**config.mk**
```make
export PLATFORM = sky130hd
export DESIGN_NAME = cel_cell
export DESIGN_NICKNAME = d
export VERILOG_FILES = /design/src/sv/cel_pkg.sv /design/src/sv/cel_cell.sv
export SDC_FILE = /design/constraint.sdc
export NUM_CORES = 1
export LEC_CHECK = 0
export BUFFER_PORTS_ARGS = -buffer_cell sky130_fd_sc_hd__buf_2
export CAP_MARGIN = 20
export CORE_MARGIN = 5
export CORE_UTILIZATION = 28
export CTS_CLUSTER_DIAMETER = 80
export CTS_CLUSTER_SIZE = 16
export DETAILED_ROUTE_END_ITERATION = 10
export GPL_ROUTABILITY_DRIVEN = 0
export GPL_TIMING_DRIVEN = 0
export PLACE_DENSITY = 0.56
export SYNTH_ARGS = -nofsm -noshare
export SYNTH_HDL_FRONTEND = slang
export SYNTH_SLANG_ARGS = --single-unit
```
**constraint.sdc**
```tcl
create_clock -name clk -period 2.3 [get_ports clk]
set_input_delay 0.46 -clock clk [delete_from_list [all_inputs] [get_ports clk]]
set_output_delay 0.46 -clock clk [all_outputs]
set_load 0.01 [all_outputs]
```
**src/sv/cel_pkg.sv**
```systemverilog
// Shared types and codes for the compacting entry list.
package cel_pkg;

  localparam logic [1:0] STATUS_DONE      = 2'd0;
  localparam logic [1:0] STATUS_FULL      = 2'd1;
  localparam logic [1:0] STATUS_NOT_FOUND = 2'd2;

  localparam logic CMD_APPEND = 1'b0;
  localparam logic CMD_REMOVE = 1'b1;

  typedef enum logic [1:0] {
    ST_IDLE,
    ST_SCAN,
    ST_DONE
  } cel_state_t;

  // Scan token handed from cell to cell.
  typedef struct packed {
    logic token;
    logic found;
  } cel_tok_t;

endpackage

```
**src/sv/cel_cell.sv**
```systemverilog
// One list cell: holds one entry and takes its neighbor's entry when the scan closes the gap.
module cel_cell #(
  parameter int BLOCK_BITS = 16
) (
  input  logic                  clk,
  input  logic                  rst_n,
  input  logic                  write_en,
  input  logic [BLOCK_BITS-1:0] write_data,
  input  logic [BLOCK_BITS-1:0] key,
  input  logic                  live,
  input  logic [BLOCK_BITS-1:0] next_entry,
  input  cel_pkg::cel_tok_t     tok_in,
  output cel_pkg::cel_tok_t     tok_out,
  output logic [BLOCK_BITS-1:0] entry_out
);

  logic [BLOCK_BITS-1:0] entry_r;
  cel_pkg::cel_tok_t     tok_r;
  logic                  hit;
  logic                  shift;

  assign hit   = tok_r.token && live && (entry_r == key);
  assign shift = tok_r.token && live && (tok_r.found || (entry_r == key));

  assign tok_out.token = tok_r.token;
  assign tok_out.found = tok_r.found || hit;
  assign entry_out     = entry_r;

  always_ff @(posedge clk) begin
    if (!rst_n) begin
      tok_r <= '0;
    end else begin
      tok_r <= tok_in;
    end
  end

  // From the first live match on, every live cell takes its successor's entry as the token passes.
  always_ff @(posedge clk) begin
    if (write_en) begin
      entry_r <= write_data;
    end else if (shift) begin
      entry_r <= next_entry;
    end
  end

endmodule

```
==> metrics, run 1 <==
#FFs+latches synth=18; RSZ-0062 raised after global routing=yes; Die ar.=4550 sq um; layout cells sized above 1=68.8%; Sequential Area=520 sq um; die width=67.5 microns; FILL cells=322; crit share post-route=92.5%; Slew @ Worst Pin=0.833 ns; slack of the critical path=0.172 ns; fin. max-slew vios=0; Iteration-0 DRC Markers=6; Internal=0.532 mW; Core Region=3100 sq um; Post-CTS Setup Inserts=0; Die Ht=67.5 microns; cells along the critical path=xor2_1 > nor4_1 > nand4_1 > o21ai_2; Final Hold Viols=0; Max Buffers Root-to-Sink=2; post-synthesis mux area share=19.5%; area of the multi-input gates=403 sq um; Compound-Gate Fraction of Synth Area=2.03%; Psw=0.173 mW; Lkg Pwr=0.623 nW; Crit Path Max Fanout=16; startpoint types=flop; clk sinks=18; Largest delay share family, worst path=compound AO/OA/AOI/OAI gates; slew margin rel.=44.5%; # DRC=0; outcome=completed; largest net degree at the start of global routing=17; Rows=20; worst vdd ir=0.226 mV; DP Wirelength=2050 microns; Period minus WS final=2.13 ns; first drt pass iteration count=4; Max-cap violations=0; initial antenna violation count=0; Buffers on Ports=70; Final Skew=0.00183 ns; final instance area=1370 sq um; Post-Synth XOR/XNOR Area=15.2%; Comb pwr share=21.5%; Post-Syn Area=925 sq um; number of antenna diodes=0; Clock Pin Slew Worst Setup and Hold Paths=0.10 ns; TNS Setup=0 ns; routed vias=789; Clk Latency, worst-skew pair=0.28 ns; clock power share=22.1%; pre-CTS setup slack=-0.0922 ns; Adder-Cell Fraction of Synth Area=0%; IO Count=72; Design Power=0.705 mW; CP max stage delay=0.69 ns; Max Freq=0.470 GHz; cells after synthesis=64; clk root buf=clkbuf_4; CTS buffer count=3; Final setup viols=0; commonest non-fill, non-tap cell in the layout=buf_2; Power Dens Cells=514 nW/um^2; WL/cell=13.6 microns; CTS tree=yes; Worst Setup End Kind=flop; Required @ worst endpoint=2.22 ns; vias in the first global route=836; synth unique cells=15; fin nets=193; Hold Crit Class=primary input to flop; Flop pwr share=56.5%; Placed Area=1330 sq um; global route overflow=0; main combinational cell family by area after synthesis=multiplexers; Simple-Gate Fraction of Synth Area=5.14%; drt total wl=2480 microns; syn_area_per_cell=14.4 sq um; syn_nets=118; DR vias/cell=4.34; ANT nets after route=0; htree depth=1; GRT Overall Usage=11.4%; most frequent cells in the layout=buf_2, mux2_2, edfxtp_1, xor2_1, clkbuf_4; WHS=0.372 ns; Buf+Inv Stages, Crit Path=0; Setup CP Type=flop to flop; Crit-path slowest cell=o21ai_2; register area share after synthesis=56.3%; Sw Ratio=24.6%; first-pass GRT wire length=3770 microns; area growth from synthesis to layout=48.4%; initial core utilization=29.8%; Ys Warns=0; worst path arrival time=2.05 ns
worst paths after layout:
check | from | end | slack (ns) | cells after the start
worst min-delay path | tok_in[1] | tok_out[1] | 0.37 | 2
worst max-delay path | entry_out[9] | entry_out[3] | 0.17 | 4
worst max register to register | entry_out[9] | entry_out[3] | 0.17 | 4
worst min register to register | tok_out[1] | entry_out[9] | 0.97 | 2
timing repair:
item	CTS	global route
hold buffers	0	0
resized for setup	0	2
setup endpoints to repair	0	17
power by group through the flow:
stage | clock [mW] | sequential, mW | combinational [mW]
finish | 0.156 | 0.398 | 0.151
global route | 0.179 | 0.402 | 0.168
CTS | 0.167 | 0.399 | 0.151
detailed placement | 0 | 0.407 | 0.150
floorplan | 0 | 0.415 | 0.0606
global placement | 0 | 0.406 | 0.146
state kept, by name, indices dropped and copies added, names as in the netlist:
register	flops
entry_out	16
tok_out	1
tok_r	1
Yosys cell counts, drive strengths merged:
master   n  area share, %
edfxtp  16             52
mux2    16             19
xor2    15             14
buf      3            1.9
nor4     3            2.0
and2     2            1.4
dfxtp    2            4.3
a31oi    1           0.68
nand3    1           0.54
nand4    1           0.68
nor3     1           0.54
o21ai    1           0.54
o21bai   1           0.81
xnor2    1           0.95
per-stage QoR:
step / std cells / util (%)
after global placement: 178 / 42.9
after detailed placement: 178 / 43.0
after floorplan: 64 / -
final: 182 / 44.2
after global routing: 182 / 44.2
after CTS: 182 / 43.8
routing by layer:
| metal | vias to the layer above | part of all wire, % | track usage, % |
|---|---|---|---|
| met5 | - | 0 | 0 |
| met4 | 0 | 1.3 | 6.08 |
| met3 | 2 | 7.9 | 2.66 |
| met2 | 39 | 51 | 19.7 |
| met1 | 365 | 40 | 12.8 |
| li1 | 383 | - | - |
cell type report:
| class | count | area share [%] |
|---|---|---|
| sequential | 18 | 37.9 |
| multi-input combinational | 43 | 29.4 |
| timing repair buffer | 70 | 25.5 |
| tap | 44 | 4.01 |
| clock buffer | 3 | 1.64 |
| buffer | 3 | 1.28 |
| clock inverter | 1 | 0.273 |
kinds of logic after synthesis:
logic type / after synthesis
DFF: 18
and+or+nand+nor: 8
AOI/OAI and AO/OA: 3
buffers and inverters: 3
muxes: 16
xor gates and xnor gates: 16
Note: power is estimated with default switching activity, not from simulation.
==> run 2: changes to the inputs <==
- CORE_UTILIZATION: 28 -> 38
- PLACE_DENSITY: 0.56 -> 0.73
- clock period: 2.3 -> 2.44 ns (I/O delays scaled with it)
==> run 2 against run 1 <==
Net effect: clock skew is 0.0047 ns higher; routed wire length down 5.2%; register-to-register slack better by 0.18 ns; critical path type is now flop to output pin.
==> metrics, run 2 (synthesis gave the netlist of run 1 again) <==
Final Skew=0.00654 ns; Critical R2R Launch=entry_out[15]; area growth from synthesis to layout=46.1%; number of antenna diodes=0; largest net degree at the start of global routing=11; Worst Setup End Kind=output pin; vias in the first global route=893; clk root buf=clkbuf_4; CTS buffer count=3; startpoint types=flop; reg2reg setup slack=0.35 ns; outcome=completed; clk sinks=18; Iteration-0 DRC Markers=14; Placed Area=1320 sq um; worst path arrival time=1.77 ns; Setup CP Type=flop to output pin; RSZ-0062 raised after global routing=no; GRT Overall Usage=14.4%; Worst Hold Path Cells=2; reg2reg end=entry_out[4]; Hold Crit Start=tok_in[1]; global route overflow=0; pre-CTS setup slack=-0.122 ns; Required @ worst endpoint=1.95 ns; initial core utilization=40.6%; Register-to-Register Path Depth=5; TNS Setup=0 ns; initial antenna violation count=0; Core Region=2280 sq um; # DRC=0; most frequent cells in the layout=buf_2, mux2_2, edfxtp_1, xor2_1; first-pass GRT wire length=3820 microns; Power Dens Cells=494 nW/um^2; Clk Latency, worst-skew pair=0.29 ns; Largest register FFs=16; fin. max-slew vios=0; routed vias=772; WL/cell=14.1 microns; slew margin rel.=68.8%; DP Wirelength=1980 microns; layout cells sized above 1=67.6%; IO Count=72; crit share post-route=92.5%; Sequential Area=520 sq um; Max Freq=0.443 GHz; Finished Layout Cells=167; ANT nets after route=0; final core occ=59.4%; placed insts=163; CTS tree=yes; Post-CTS Setup Inserts=0; Rows=17; slack of the critical path=0.182 ns; Die Ht=59.3 microns; Buffers on Ports=70; commonest non-fill, non-tap cell in the layout=buf_2; hold endpoint=tok_out[1]; Max-cap violations=0; Slew @ Worst Pin=0.468 ns; worst vdd ir=0.283 mV; final instance area=1350 sq um; Final Hold Viols=0; DR vias/cell=4.62; Die ar.=3520 sq um; first drt pass iteration count=4; drt total wl=2350 microns; htree depth=1; Clock Pin Slew Worst Setup and Hold Paths=0.11 ns; Period minus WS final=2.26 ns; Hold Crit Class=primary input to flop; Final setup viols=0; FILL cells=202; Lkg Pwr=0.627 nW; area of the multi-input gates=390 sq um; die width=59.3 microns; fin nets=194; Max Buffers Root-to-Sink=2; Crit Path Max Fanout=2
run 2: report_power, final:
| group | internal (mW) | total, mW | switching (mW) |
|---|---|---|---|
| sequential | 0.362 | 0.374 | 0.0126 |
| clock | 0.0634 | 0.153 | 0.0893 |
| combinational | 0.0808 | 0.140 | 0.0594 |
| total | 0.506 | 0.667 | 0.161 |
run 2: what timing repair did:
action | in CTS | in global routing
endpoints found under the setup margin | 0 | 8
hold buffers | 0 | 0
gates resized for setup | 0 | 1
run 2: how the worst max path moves through the flow:
stage	startpoint	endpoint	cells past startpoint
floorplan	key[15]	entry_out[0]	4
global placement	key[15]	entry_out[9]	5
detailed placement	key[15]	entry_out[7]	6
CTS	entry_out[15]	entry_out[4]	5
global route	entry_out[15]	tok_out[0]	5
finish	entry_out[15]	tok_out[0]	5
run 2: layer usage:
| metal | up-vias | routed length, microns | share of wire, % | track usage [%] |
|---|---|---|---|---|
| met1 | 347 | 758 | 32 | 14.8 |
| met3 | 2 | 231 | 9.8 | 3.27 |
| met2 | 37 | 1350 | 58 | 28.5 |
| met4 | 0 | 10 | 0.43 | 3.88 |
| met5 | - | 0 | 0 | 0 |
| li1 | 386 | - | - | - |
run 2: critical path: stages (launching register included):
cell	delay [ns]
edfxtp_1	0.41
xor2_1	0.16
nor4_1	0.40
nand4_1	0.20
o21bai_1	0.17
buf_2	0.15
run 2: layout make-up:
cell class | count | area share [%]
repair buffers | 71 | 26.8
clock buffers | 4 | 1.94
plain buffers | 3 | 1.30
multi-input cells | 43 | 28.9
flip-flops and latches | 18 | 38.5
well taps | 28 | 2.59
run 2: per-stage QoR:
stage	power [mW]	hold WS, ns
2_1_floorplan	0.449	0.610
3_3_place_gp	0.516	0.691
3_5_place_dp	0.523	0.692
4_1_cts	0.673	0.396
5_1_grt	0.704	0.390
6_report	0.667	0.398
